## src/rtl/tonp_pkg.sv

```systemverilog
`default_nettype none

package tonp_pkg;

  // Telnet command codes.
  localparam logic [7:0] IAC      = 8'hFF;
  localparam logic [7:0] CMD_DONT = 8'hFE;
  localparam logic [7:0] CMD_DO   = 8'hFD;
  localparam logic [7:0] CMD_WONT = 8'hFC;
  localparam logic [7:0] CMD_WILL = 8'hFB;
  localparam logic [7:0] CMD_SB   = 8'hFA;
  localparam logic [7:0] CMD_SE   = 8'hF0;

  // Telnet option codes.
  localparam logic [7:0] OPT_BINARY = 8'd0;
  localparam logic [7:0] OPT_ECHO   = 8'd1;
  localparam logic [7:0] OPT_SGA    = 8'd3;
  localparam logic [7:0] OPT_TTYPE  = 8'd24;
  localparam logic [7:0] OPT_NAWS   = 8'd31;
  localparam logic [7:0] TT_IS      = 8'd0;
  localparam logic [7:0] TT_SEND    = 8'd1;

  // UTF-8 byte order mark and the C1 control range.
  localparam logic [7:0] BOM_0   = 8'hEF;
  localparam logic [7:0] BOM_1   = 8'hBB;
  localparam logic [7:0] BOM_2   = 8'hBF;
  localparam logic [7:0] C1_LO   = 8'h80;
  localparam logic [7:0] C1_HI   = 8'h9F;
  localparam logic [7:0] CH_SPACE = 8'h20;

  // Window size limits and reset values.
  localparam logic [7:0] WIN_MAX       = 8'hFE;
  localparam logic [7:0] COLUMNS_RESET = 8'd80;
  localparam logic [7:0] ROWS_RESET    = 8'd24;

  // Result destinations.
  localparam logic DEST_DISPLAY = 1'b0;
  localparam logic DEST_NETWORK = 1'b1;

  // Configuration register indexes.
  localparam logic REG_COLUMNS = 1'b0;
  localparam logic REG_ROWS    = 1'b1;

  // Protocol parser states.
  typedef enum logic [2:0] {
    ST_NORMAL = 3'd0,
    ST_IAC    = 3'd1,
    ST_CMD    = 3'd2,
    ST_SB_OPT = 3'd3,
    ST_SB     = 3'd4,
    ST_SB_IAC = 3'd5
  } state_t;

  // Kinds of output sequence one input byte can cause.
  typedef enum logic [2:0] {
    JOB_DATA   = 3'd0,
    JOB_SPACES = 3'd1,
    JOB_REPLY3 = 3'd2,
    JOB_NAWS   = 3'd3,
    JOB_TTYPE  = 3'd4
  } job_kind_t;

  // One output sequence. For a data job, cmd carries the data byte.
  typedef struct packed {
    job_kind_t  kind;
    logic [7:0] cmd;
    logic [7:0] opt;
  } job_t;

  // Emitter status seen by the top level.
  typedef struct packed {
    logic busy;
    logic take_ok;
  } emit_status_t;

  // Number of bytes in a sequence.
  function automatic logic [3:0] job_len(input job_kind_t kind);
    logic [3:0] len;
    case (kind)
      JOB_DATA:   len = 4'd1;
      JOB_SPACES: len = 4'd3;
      JOB_REPLY3: len = 4'd3;
      JOB_NAWS:   len = 4'd12;
      JOB_TTYPE:  len = 4'd10;
      default:    len = 4'd1;
    endcase
    return len;
  endfunction

  // A window value of 255 would need an IAC escape, so it is sent as 254.
  function automatic logic [7:0] clamp_win(input logic [7:0] v);
    return (v == IAC) ? WIN_MAX : v;
  endfunction

  // Byte at position idx of a sequence.
  function automatic logic [7:0] job_byte(input job_t job, input logic [3:0] idx,
                                          input logic [7:0] cols,
                                          input logic [7:0] rows);
    logic [7:0] b;
    case (job.kind)
      JOB_DATA:   b = job.cmd;
      JOB_SPACES: b = CH_SPACE;
      JOB_REPLY3: begin
        case (idx)
          4'd0:    b = IAC;
          4'd1:    b = job.cmd;
          default: b = job.opt;
        endcase
      end
      JOB_NAWS: begin
        case (idx)
          4'd0:    b = IAC;
          4'd1:    b = CMD_WILL;
          4'd2:    b = OPT_NAWS;
          4'd3:    b = IAC;
          4'd4:    b = CMD_SB;
          4'd5:    b = OPT_NAWS;
          4'd6:    b = 8'h00;
          4'd7:    b = clamp_win(cols);
          4'd8:    b = 8'h00;
          4'd9:    b = clamp_win(rows);
          4'd10:   b = IAC;
          default: b = CMD_SE;
        endcase
      end
      JOB_TTYPE: begin
        case (idx)
          4'd0:    b = IAC;
          4'd1:    b = CMD_SB;
          4'd2:    b = OPT_TTYPE;
          4'd3:    b = TT_IS;
          4'd4:    b = 8'h41;
          4'd5:    b = 8'h4E;
          4'd6:    b = 8'h53;
          4'd7:    b = 8'h49;
          4'd8:    b = IAC;
          default: b = CMD_SE;
        endcase
      end
      default: b = job.cmd;
    endcase
    return b;
  endfunction

endpackage

`default_nettype wire

```

## src/rtl/telnet_option_negotiator_top.sv

```systemverilog
// Telnet option negotiator, receive side.
// Received bytes enter on the s_* stream, one byte per transfer in s_tdata.
// Results leave on the m_* stream: m_tdata is the byte, m_tuser is the
// destination (0 display, 1 network reply) and m_tlast marks the final
// result caused by one input byte. Bytes that cause no result are absorbed.
// An input transfer is first registered as a job, and its first result is
// then loaded into the output register. Plain data flows at one byte per
// cycle while the receiver does not stall. A reply of 3, 10 or 12 bytes
// leaves the output sequencer at one byte per cycle while the receiver does
// not stall, and s_tready stays low until its last byte is being handed to
// the output register. When the receiver stalls, the output register holds
// its result. Input bytes are still taken while the sequencer holds no job;
// after one that causes a result, s_tready stays low until the output drains.
// The APB port sets window_columns (address 0) and window_rows (address 4)
// for the NAWS report; write them only while the block is idle.
// Synchronous reset clears the parser to normal data, empties the output
// and restores 80 columns by 24 rows.
`default_nettype none

module telnet_option_negotiator_top (
  input  wire logic        clk,
  input  wire logic        rst,
  // Input stream.
  input  wire logic        s_tvalid,
  output logic             s_tready,
  input  wire logic [7:0]  s_tdata,   // rx_byte[7:0]
  // Output stream.
  output logic             m_tvalid,
  input  wire logic        m_tready,
  output logic [7:0]       m_tdata,   // out_byte[7:0]
  output logic             m_tuser,   // destination
  output logic             m_tlast,
  // Configuration port.
  input  wire logic        psel,
  input  wire logic        penable,
  input  wire logic        pwrite,
  input  wire logic [2:0]  paddr,
  input  wire logic [31:0] pwdata,
  output logic [31:0]      prdata,
  output logic             pready
);

  logic                   accept;
  logic                   job_valid;
  tonp_pkg::job_t         job;
  tonp_pkg::emit_status_t status;
  logic [7:0]             window_columns;
  logic [7:0]             window_rows;
  logic                   cfg_write;

  assign s_tready = status.take_ok;
  assign accept   = s_tvalid && s_tready;

  // Configuration registers.
  assign pready    = 1'b1;
  assign cfg_write = psel && penable && pwrite && pready;
  assign prdata    = {24'd0, (paddr[2] == tonp_pkg::REG_ROWS) ? window_rows : window_columns};

  always_ff @(posedge clk) begin
    if (rst) begin
      window_columns <= tonp_pkg::COLUMNS_RESET;
      window_rows    <= tonp_pkg::ROWS_RESET;
    end else if (cfg_write) begin
      if (paddr[2] == tonp_pkg::REG_ROWS) begin
        window_rows <= pwdata[7:0];
      end else begin
        window_columns <= pwdata[7:0];
      end
    end
  end

  tonp_parser u_parser (
    .clk       (clk),
    .rst       (rst),
    .take      (accept),
    .rx_byte   (s_tdata),
    .job       (job),
    .job_valid (job_valid)
  );

  tonp_emitter u_emitter (
    .clk      (clk),
    .rst      (rst),
    .take     (accept && job_valid),
    .job_in   (job),
    .cols     (window_columns),
    .rows     (window_rows),
    .m_tready (m_tready),
    .m_tvalid (m_tvalid),
    .m_tdata  (m_tdata),
    .m_tuser  (m_tuser),
    .m_tlast  (m_tlast),
    .status   (status)
  );

`ifndef SYNTH
  // With no sequence pending, the input must never be throttled.
  assert property (@(posedge clk) disable iff (rst) !status.busy |-> s_tready)
    else $error("input stalled while the output sequencer is idle");

  // Only the BOM replacement emits display bytes that are not last.
  assert property (@(posedge clk) disable iff (rst)
    (m_tvalid && m_tuser == tonp_pkg::DEST_DISPLAY && !m_tlast) |-> m_tdata == tonp_pkg::CH_SPACE)
    else $error("unexpected multi-byte display sequence");

  // Reset leaves the output empty.
  assert property (@(posedge clk) rst |=> !m_tvalid)
    else $error("output valid after reset");

  // A new sequence may only start when the previous one is finishing.
  assert property (@(posedge clk) disable iff (rst)
    (accept && job_valid && status.busy) |-> (m_tready || !m_tvalid))
    else $error("sequence started while the previous one is still stalled");
`endif

endmodule

`default_nettype wire

```

## src/rtl/tonp_parser.sv

```systemverilog
`default_nettype none

module tonp_parser (
  input  wire logic          clk,
  input  wire logic          rst,
  input  wire logic          take,
  input  wire logic [7:0]    rx_byte,
  output tonp_pkg::job_t     job,
  output logic               job_valid
);

  tonp_pkg::state_t state, state_next;
  logic [7:0] pending_command, pending_command_next;
  logic [7:0] sub_option, sub_option_next;
  logic       sub_first_byte, sub_first_byte_next;
  logic       type_requested, type_requested_next;
  logic [1:0] bom_progress, bom_progress_next;

  logic is_c1;
  logic sub_ttype_first;

  always_comb begin
    is_c1 = (rx_byte >= tonp_pkg::C1_LO) && (rx_byte <= tonp_pkg::C1_HI);
    sub_ttype_first = (sub_option == tonp_pkg::OPT_TTYPE) && sub_first_byte;
  end

  // Next-state logic of the telnet command parser and the BOM matcher.
  always_comb begin
    state_next           = state;
    pending_command_next = pending_command;
    sub_option_next      = sub_option;
    sub_first_byte_next  = sub_first_byte;
    type_requested_next  = type_requested;
    bom_progress_next    = bom_progress;
    unique case (state)
      tonp_pkg::ST_IAC: begin
        if (rx_byte == tonp_pkg::CMD_WILL || rx_byte == tonp_pkg::CMD_WONT ||
            rx_byte == tonp_pkg::CMD_DO || rx_byte == tonp_pkg::CMD_DONT) begin
          pending_command_next = rx_byte;
          state_next = tonp_pkg::ST_CMD;
        end else if (rx_byte == tonp_pkg::CMD_SB) begin
          state_next = tonp_pkg::ST_SB_OPT;
        end else begin
          state_next = tonp_pkg::ST_NORMAL;
        end
      end
      tonp_pkg::ST_CMD: begin
        state_next = tonp_pkg::ST_NORMAL;
      end
      tonp_pkg::ST_SB_OPT: begin
        sub_option_next     = rx_byte;
        sub_first_byte_next = 1'b1;
        type_requested_next = 1'b0;
        state_next          = tonp_pkg::ST_SB;
      end
      tonp_pkg::ST_SB: begin
        if (rx_byte == tonp_pkg::IAC) begin
          state_next = tonp_pkg::ST_SB_IAC;
        end else if (sub_ttype_first) begin
          sub_first_byte_next = 1'b0;
          if (rx_byte == tonp_pkg::TT_SEND) begin
            type_requested_next = 1'b1;
          end
        end
      end
      tonp_pkg::ST_SB_IAC: begin
        if (rx_byte == tonp_pkg::CMD_SE) begin
          state_next          = tonp_pkg::ST_NORMAL;
          type_requested_next = 1'b0;
        end else begin
          // A doubled IAC counts as one data byte 0xFF, which is never SEND.
          if (rx_byte == tonp_pkg::IAC && sub_ttype_first) begin
            sub_first_byte_next = 1'b0;
          end
          state_next = tonp_pkg::ST_SB;
        end
      end
      default: begin
        state_next = tonp_pkg::ST_NORMAL;
        if (rx_byte == tonp_pkg::IAC) begin
          state_next = tonp_pkg::ST_IAC;
        end else if (bom_progress == 2'd0) begin
          if (rx_byte == tonp_pkg::BOM_0) begin
            bom_progress_next = 2'd1;
          end
        end else if (bom_progress == 2'd1) begin
          bom_progress_next = (rx_byte == tonp_pkg::BOM_1) ? 2'd2 : 2'd0;
        end else begin
          bom_progress_next = 2'd0;
        end
      end
    endcase
  end

  // Output sequence caused by the byte at the input.
  always_comb begin
    job.kind  = tonp_pkg::JOB_DATA;
    job.cmd   = rx_byte;
    job.opt   = rx_byte;
    job_valid = 1'b0;
    unique case (state)
      tonp_pkg::ST_IAC: begin
        // Doubled IAC goes to the display and bypasses both filters.
        job_valid = (rx_byte == tonp_pkg::IAC);
      end
      tonp_pkg::ST_CMD: begin
        if (pending_command == tonp_pkg::CMD_WILL) begin
          job_valid = 1'b1;
          job.kind  = tonp_pkg::JOB_REPLY3;
          if (rx_byte == tonp_pkg::OPT_ECHO || rx_byte == tonp_pkg::OPT_SGA ||
              rx_byte == tonp_pkg::OPT_BINARY) begin
            job.cmd = tonp_pkg::CMD_DO;
          end else begin
            job.cmd = tonp_pkg::CMD_DONT;
          end
        end else if (pending_command == tonp_pkg::CMD_DO) begin
          job_valid = 1'b1;
          job.kind  = tonp_pkg::JOB_REPLY3;
          if (rx_byte == tonp_pkg::OPT_TTYPE || rx_byte == tonp_pkg::OPT_SGA ||
              rx_byte == tonp_pkg::OPT_BINARY) begin
            job.cmd = tonp_pkg::CMD_WILL;
          end else if (rx_byte == tonp_pkg::OPT_NAWS) begin
            job.kind = tonp_pkg::JOB_NAWS;
            job.cmd  = tonp_pkg::CMD_WILL;
          end else begin
            job.cmd = tonp_pkg::CMD_WONT;
          end
        end
      end
      tonp_pkg::ST_SB_OPT: begin
        job_valid = 1'b0;
      end
      tonp_pkg::ST_SB: begin
        job_valid = 1'b0;
      end
      tonp_pkg::ST_SB_IAC: begin
        if (rx_byte == tonp_pkg::CMD_SE && type_requested) begin
          job_valid = 1'b1;
          job.kind  = tonp_pkg::JOB_TTYPE;
        end
      end
      default: begin
        if (rx_byte != tonp_pkg::IAC) begin
          if (bom_progress == 2'd0) begin
            job_valid = (rx_byte != tonp_pkg::BOM_0) && !is_c1;
          end else if (bom_progress == 2'd1) begin
            job_valid = (rx_byte != tonp_pkg::BOM_1) && !is_c1;
          end else if (rx_byte == tonp_pkg::BOM_2) begin
            job_valid = 1'b1;
            job.kind  = tonp_pkg::JOB_SPACES;
          end else begin
            job_valid = !is_c1;
          end
        end
      end
    endcase
  end

  // Parser state advances on each accepted byte.
  always_ff @(posedge clk) begin
    if (rst) begin
      state           <= tonp_pkg::ST_NORMAL;
      pending_command <= 8'h00;
      sub_option      <= 8'h00;
      sub_first_byte  <= 1'b0;
      type_requested  <= 1'b0;
      bom_progress    <= 2'd0;
    end else if (take) begin
      state           <= state_next;
      pending_command <= pending_command_next;
      sub_option      <= sub_option_next;
      sub_first_byte  <= sub_first_byte_next;
      type_requested  <= type_requested_next;
      bom_progress    <= bom_progress_next;
    end
  end

endmodule

`default_nettype wire

```

## src/rtl/tonp_emitter.sv

```systemverilog
`default_nettype none

module tonp_emitter (
  input  wire logic               clk,
  input  wire logic               rst,
  input  wire logic               take,
  input  wire tonp_pkg::job_t     job_in,
  input  wire logic [7:0]         cols,
  input  wire logic [7:0]         rows,
  input  wire logic               m_tready,
  output logic                    m_tvalid,
  output logic [7:0]              m_tdata,   // out_byte[7:0]
  output logic                    m_tuser,   // destination
  output logic                    m_tlast,
  output tonp_pkg::emit_status_t  status
);

  logic            busy;
  tonp_pkg::job_t  job;
  logic [3:0]      idx;
  logic            advance;
  logic            is_last;

  // The output register can load when it is empty or being drained.
  always_comb begin
    advance        = !m_tvalid || m_tready;
    is_last        = (idx == (tonp_pkg::job_len(job.kind) - 4'd1));
    status.busy    = busy;
    status.take_ok = !busy || (advance && is_last);
  end

  // Sequence control: one byte of the current job per output transfer.
  always_ff @(posedge clk) begin
    if (rst) begin
      busy     <= 1'b0;
      idx      <= 4'd0;
      m_tvalid <= 1'b0;
    end else begin
      if (advance) begin
        m_tvalid <= busy;
      end
      if (take) begin
        busy <= 1'b1;
        idx  <= 4'd0;
      end else if (advance && busy) begin
        idx <= idx + 4'd1;
        if (is_last) begin
          busy <= 1'b0;
        end
      end
    end
  end

  // Job and output payload registers.
  always_ff @(posedge clk) begin
    if (take) begin
      job <= job_in;
    end
    if (advance && busy) begin
      m_tdata <= tonp_pkg::job_byte(job, idx, cols, rows);
      m_tuser <= (job.kind == tonp_pkg::JOB_DATA || job.kind == tonp_pkg::JOB_SPACES) ?
                 tonp_pkg::DEST_DISPLAY : tonp_pkg::DEST_NETWORK;
      m_tlast <= is_last;
    end
  end

endmodule

`default_nettype wire

```

## config.mk

```make
export PLATFORM = sky130hd
export DESIGN_NAME = telnet_option_negotiator_top
export DESIGN_NICKNAME = d
export VERILOG_FILES = /design/src/rtl/tonp_pkg.sv /design/src/rtl/telnet_option_negotiator_top.sv /design/src/rtl/tonp_parser.sv /design/src/rtl/tonp_emitter.sv
export SDC_FILE = /design/constraint.sdc
export NUM_CORES = 1
export LEC_CHECK = 0
export BUFFER_PORTS_ARGS = -buffer_cell sky130_fd_sc_hd__buf_2
export CAP_MARGIN = 20
export CORE_ASPECT_RATIO = 1.75
export CORE_MARGIN = 2
export CORE_UTILIZATION = 55
export CTS_CLUSTER_SIZE = 25
export DETAILED_ROUTE_END_ITERATION = 10
export PLACE_DENSITY_LB_ADDON = 0.08
export SLEW_MARGIN = 20
export SYNTH_ARGS = -nofsm -noshare
export SYNTH_HDL_FRONTEND = slang
export SYNTH_SLANG_ARGS = --single-unit
```

## constraint.sdc

```tcl
create_clock -name clk -period 3.55 [get_ports clk]
set_input_delay 0.355 -clock clk [delete_from_list [all_inputs] [get_ports clk]]
set_output_delay 0.355 -clock clk [all_outputs]
set_load 0.02 [all_outputs]
```

Yosys cells after proc, flatten, opt, wreduce, memory -nomap -nowiden
Memories as Yosys holds them, arrays and structs flattened. A register that Yosys moved wholly into a read port is not among the register bits.
Index checks and enable logic that the tools add are counted.
W data, S select, Z words.
{ "op_classes": {"add_sub_neg": 2, "magnitude_cmp": 2, "n_eq_ne": 51, "mux": 55, "bitwise_logic": 3, "n_reduce_logical": 49} }
{ "op_table": {"columns": ["op", "n"], "rows": [
  ["$eq A8 B8 Y1 const B", 14],
  ["$pmux W8 S7", 1],
  ["$mux W8", 5],
  ["$pmux W8 S4", 1],
  ["$eq A8 B5 Y1 const B", 3],
  ["$mux W3", 8],
  ["$ne A8 B8 Y1 const B", 3],
  ["$mux W1", 23],
  ["$mux W11", 2],
  ["$eq A4 B3 Y1 const B", 4],
  ["$pmux W8 S2", 1],
  ["$pmux W3 S5", 1],
  ["$eq A3 B2 Y1 const B", 4],
  ["$eq A4 B4 Y1 const B", 3],
  ["$logic_and A1 B1 Y1", 12],
  ["$mux W2", 6],
  ["$pmux W4 S3", 1],
  ["$reduce_and A6 Y1", 2],
  ["$logic_or A1 B1 Y1", 10],
  ["$ne A2 B1 Y1 const B", 5],
  ["$reduce_and A2 Y1", 5],
  ["$reduce_or A2 Y1", 5],
  ["$eq A3 B3 Y1 const B", 3],
  ["$pmux W3 S3", 1],
  ["27 further kinds", 39]
]} }
{ "totals": {"ff_bits": 74, "romBits": 128, "mem_count": 1} }
{ "memory_table": {"columns": ["memory", "words", "width", "rd", "rd_clocked_by_memory_dff", "write_ports", "line", "source"], "rows": [
  ["(no name shown)", 16, 8, 1, 1, 0, "tonp_pkg.sv:127", "case (idx)"]
]} }

Longest topological paths before layout
{ "logic_depth": {"depth_word": 11, "depth_mapped": 15, "depth_no_buf": 13} }

Cells and area by module
A second synthesis with hierarchy kept.
{ "unflattened": {"hier_cells": 553, "area_unflattened_um2": 4969.8} }
{ "modules_own_cells": {"columns": ["mod", "instances", "cells_per_inst", "area_per_inst_um2", "seq_area_each_um2"], "rows": [
  ["tonp_emitter", 1, 251, 2451.1, 1131.1],
  ["tonp_parser", 1, 199, 1505.2, 460.4],
  ["telnet_option_negotiator_top", 1, 103, 1013.5, 320.3]
]} }

Least setup slack after synthesis
No wires, ideal clock.
{ "synth_timing": {"kind": "reg-to-reg", "from": "register u_emitter.job[18] in the netlist's numbering", "to": "register with a tool-made name", "setup_time_ns": 0.126, "arrival_ns": 3.119, "t_required_ns": 3.424, "setup_slack_ns": 0.305, "path_stages_with_launch": 14, "n_path_buf": 2, "synth_period_minus_slack_ns": 3.245, "cell_sequence": "edfxtp_1 -> clkbuf_1 -> buf_1 -> nor2_1 -> nor2_1 -> ha_1 -> xnor2_1 -> a2111oi_4 -> o32ai_1 -> inv_1 -> nor3_1 -> ha_1 -> nand2_1 -> o211ai_1"} }
{ "synth_lines": {"columns": ["item", "line", "source"], "rows": [
  ["start, declared", "tonp_emitter.sv:19", "tonp_pkg::job_t job;"],
  ["start signal, assigned", "tonp_emitter.sv:57", "job <= job_in;"]
]} }

==> summary.txt <==
Clock tree
  – Clock Root Buffer: clkbuf_16
  – TritonCTS clock tree: done
  – CTS H-Tree Depth: 3
  – Post-CTS Hold Buffers: 0
  – TritonCTS Buffers: 9
  – Clk pin slew, worst setup/hold paths: about 0.06 ns
  – Maximum buffer depth of the clock tree: 2
  – Worst-skew pair later-pin latency: between 0.3 and 0.4 ns
  – Clock sink count: between 80 and 90

Floorplanning
  – Total core area: a little over 8000 um2
  – Height of the die: ~130 um
  – Full die area: roughly 9200 um2
  – Standard-cell row count: between 40 and 50
  – Starting density of the core: between 50% and 60%
  – Number of I/O pins: 95
  – Die extent in x: between 70 and 80 um

Cells and area
  – Layout filler cell count: 743
  – Most frequent cells in the layout: 78 x nor2_1, 52 x dfxtp_1, 43 x buf_2
  – Layout net count: just over 600
  – Footprint of the flip-flops and latches: between 1500 and 2000 um2
  – Final non-filler cell total: between 600 and 700
  – Count of inserted antenna diode cells: 0
  – Area used by multi-input combinational logic: ~2400 um2
  – Synthesis-to-finish area growth: 10.9%
  – Commonest non-fill, non-tap cell in the layout: nor2_1
  – Layout cell share with drive strength beyond 1: 18.0%

Route
  – DRT Pass-1 Iters: 5
  – 1st-iter DRT viols: slightly above 300
  – Detail-routed net length per standard cell: roughly 17 um
  – Count of vias placed by the detailed router: 3922
  – Vias per inst: 6.04
  – Detailed Route WL: about 11 mm
  – Post-detailed-route count of antenna-violating nets: 0
  – DRC violations left: 0

STA
  – Transition time at the pin with the least slew margin: about 1.1 ns
  – Total Negative Setup Slacks: 0 ns
  – Max-slew violation total from the final report: 0
  – Max-Slew Margin vs Limit: about 30%
  – Final hold violations: 0
  – Highest achievable clock rate: approximately 0.32 GHz
  – Setup-violating endpoint count in the final report: 0
  – Final period util: between 80% and 90%
  – RSZ-0062 raised after global routing: no
  – Post-layout minimum cycle time: around 3.2 ns
  – Layout Skew: roughly 0.0055 ns

Logic synthesis
  – Count of state elements after synthesis: 81
  – Adder-cell area share of the yosys netlist: 1.90%
  – Area fraction in and, or, nand and nor cells after synthesis: a little over a fifth
  – Synth Area in Compound Gates: 16.4%
  – Combined area of all synthesized cells: 4610 um2
  – Count of distinct cell types in the synthesized netlist: between 60 and 70
  – Post-synthesis area per instance: 8.84 um2
  – Seq/Total Area, Yosys: ~41%
  – Post-synth ARST share: 0%
  – Share of cell area taken by muxes after synthesis: ~8.0%
  – Largest family of logic cells by synthesized area: simple AND/OR/NAND/NOR gates
  – Gate count after technology mapping: about 520
  – Predominant post-synthesis flop cell: dfxtp_1
  – Syn. warnings: 0
  – Xor and xnor area share after synthesis: between 2 and 2.5%
  – EDFF count, synth: 29

GRT
  – Pin count of the biggest net entering global routing: 50
  – Number of antenna violations at the first check in global routing: 0
  – Via count of the first global-routing pass: roughly 3.6k
  – Global route total overflow: 0
  – Global-route total usage across every layer: around 25%
  – First-pass GRT wire length: around 18 mm

Critical path
  – Startpoint kind of the worst setup timing path: flop
  – Bufs and invs on worst path: 0
  – Slack of the worst reg-to-reg path: ~0.39 ns
  – Startpoint of the worst register-to-register path: u_emitter.job[16]
  – Depth of the worst register-to-register path: 12
  – Delay of the slowest critical-path stage: around 0.50 ns
  – Required time of the worst setup path: around 3.8 ns
  – Worst setup path class: reg2reg
  – Maximum net fanout on the critical path: 8
  – WP data arrival: between 3 and 4 ns
  – Cell breakdown of the critical path: nor3b_2 -> nor2_1 -> ha_1 -> xnor2_1 -> xnor2_1 -> a2111oi_4 -> o32ai_1 -> nor2b_1 -> nand2b_1 -> ha_1 -> a32oi_1 -> nand2_1
  – Worst Setup End Kind: flop
  – Cell type group with the largest total delay on the critical path: simple AND/OR/NAND/NOR gates
  – Cell at the slowest stage of the critical path: edfxtp_1
  – Worst setup path startpoint: u_emitter.job[16]

Power and ir drop
  – Sequential share of power: between 30% and 40%
  – Power density of the placed cells: 726 nW/um2
  – Net switching power: 1.32 mW
  – Max rail drop VDD: between 0.0004 and 0.0005 V
  – Switching portion of total power: 35.7%
  – Clock Power Share: between 20% and 30%
  – Leakage component of the power: approximately 2.0 nW
  – Internal Dissipation: between 2 and 2.5 mW
  – Part of the total power dissipated in combinational logic: between 30% and 40%

Hold path
  – Hold path depth: 2
  – Destination of the worst hold path: window_columns[4]
  – Tightest Hold Check Type: in2reg
  – Worst Hold Launch: pwdata[4]

Placement
  – HPWL Detailed: between 8 and 9 mm
  – Final weighted congestion in routability-driven placement: 0.851
  – Port buffer count: 43
  – Cell count after placement: approximately 630

Flow run
  – Max-cap violation count: 0

Status
  – Result of the run: completed
[how the worst max path moves through the flow]
stage | to | cells after the start | slack [ns]
after floorplan | flop | 13 | 0.30
after global placement | flop | 12 | 0.33
after detailed placement | flop | 12 | 0.25
after CTS | flop | 12 | 0.23
after global routing | flop | 12 | 0.13
final | flop | 12 | 0.39
[cell type report]
cell class | instances | share of cell area [%]
clock buffers | 11 | 5.16
clock inverters | 5 | 1.47
well taps | 92 | 2.25
multi-input cells | 397 | 47.5
repair buffers | 51 | 5.38
inverters | 12 | 0.881
flip-flops and latches | 81 | 37.4
[registers in the layout, summed over array words and instances (netlist names), named ones only]
name,cells
u_emitter.job,19
u_emitter.m_tlast,1
u_parser.state,3
window_columns,8
u_parser.sub_option,8
u_parser.sub_first_byte,1
u_emitter.m_tvalid,1
u_emitter.m_tuser,1
window_rows,8
u_parser.pending_command,8
u_parser.bom_progress,2
u_emitter.idx,4
u_parser.type_requested,1
u_emitter.m_tdata,8
u_emitter.busy,1
[cell usage after synthesis (all sizes together) (12+ instances only)]
cell | number | area (um2)
nor3 | 18 | 90.1
clkbuf | 20 | 75.1
dfxtp | 52 | 1040
mux2i | 21 | 210
nand2 | 42 | 158
nor2 | 79 | 299
buf | 35 | 245
a21oi | 35 | 175
inv | 12 | 45.0
edfxtp | 29 | 871
nand3 | 13 | 65.1
o21ai | 12 | 60.1
mux2 | 14 | 158
[layer usage]
metal | track usage, % | part of all wire, % | vias up
met5 | 0 | 0 | -
met4 | 13.7 | 4.5 | 0
met3 | 4.83 | 4.4 | 31
met2 | 43.1 | 53 | 142
met1 | 27.8 | 38 | 1852
li1 | - | - | 1897
[power by group through the flow]
stage                     clock, mW  combinational [mW]  sequential, mW
after floorplan                   0               0.936            1.38
after global placement            0                1.28            1.35
after detailed placement          0                1.31            1.35
after CTS                      1.05                1.32            1.34
after global routing           1.08                1.45            1.36
final                          1.04                1.33            1.34
[repair_timing]
action                     in CTS  in global routing
resized for setup               0                  1
setup endpoints to repair       0                  2
buffers inserted                0                  0
[worst reg2reg max path: stages, from the launching register on]
cell and delay, ns:
edfxtp_1 0.50, nor3b_2 0.34, nor2_1 0.09, ha_1 0.20
xnor2_1 0.14, xnor2_1 0.32, a2111oi_4 0.09, o32ai_1 0.32
nor2b_1 0.50, nand2b_1 0.11, ha_1 0.21, a32oi_1 0.15
nand2_1 0.06
[cells by family after synthesis]
kind of cell,Yosys count
multiplexers,35
buffers and inverters,67
AO/OA/AOI/OAI,109
adder cells (fa/ha/maj),7
XOR/XNOR,12
other,2
flip-flops,81
AND/OR/NAND/NOR,209
[through the flow]
step / worst slack [ns] / power [mW] / hold slack [ns] / utilization [%] / instance area [um2]
after detailed placement: 0.246 / 2.66 / 0.454 / 58.1 / 4770
after floorplan: 0.305 / 2.32 / 0.432 / - / 4700
after global placement: 0.334 / 2.63 / 0.445 / 58.1 / 4770
after global routing: 0.131 / 3.90 / 0.228 / 62.3 / 5110
after CTS: 0.231 / 3.71 / 0.225 / 62.3 / 5110
final: 0.388 / 3.71 / 0.235 / 62.3 / 5110
(Power assumes the default switching activity.)
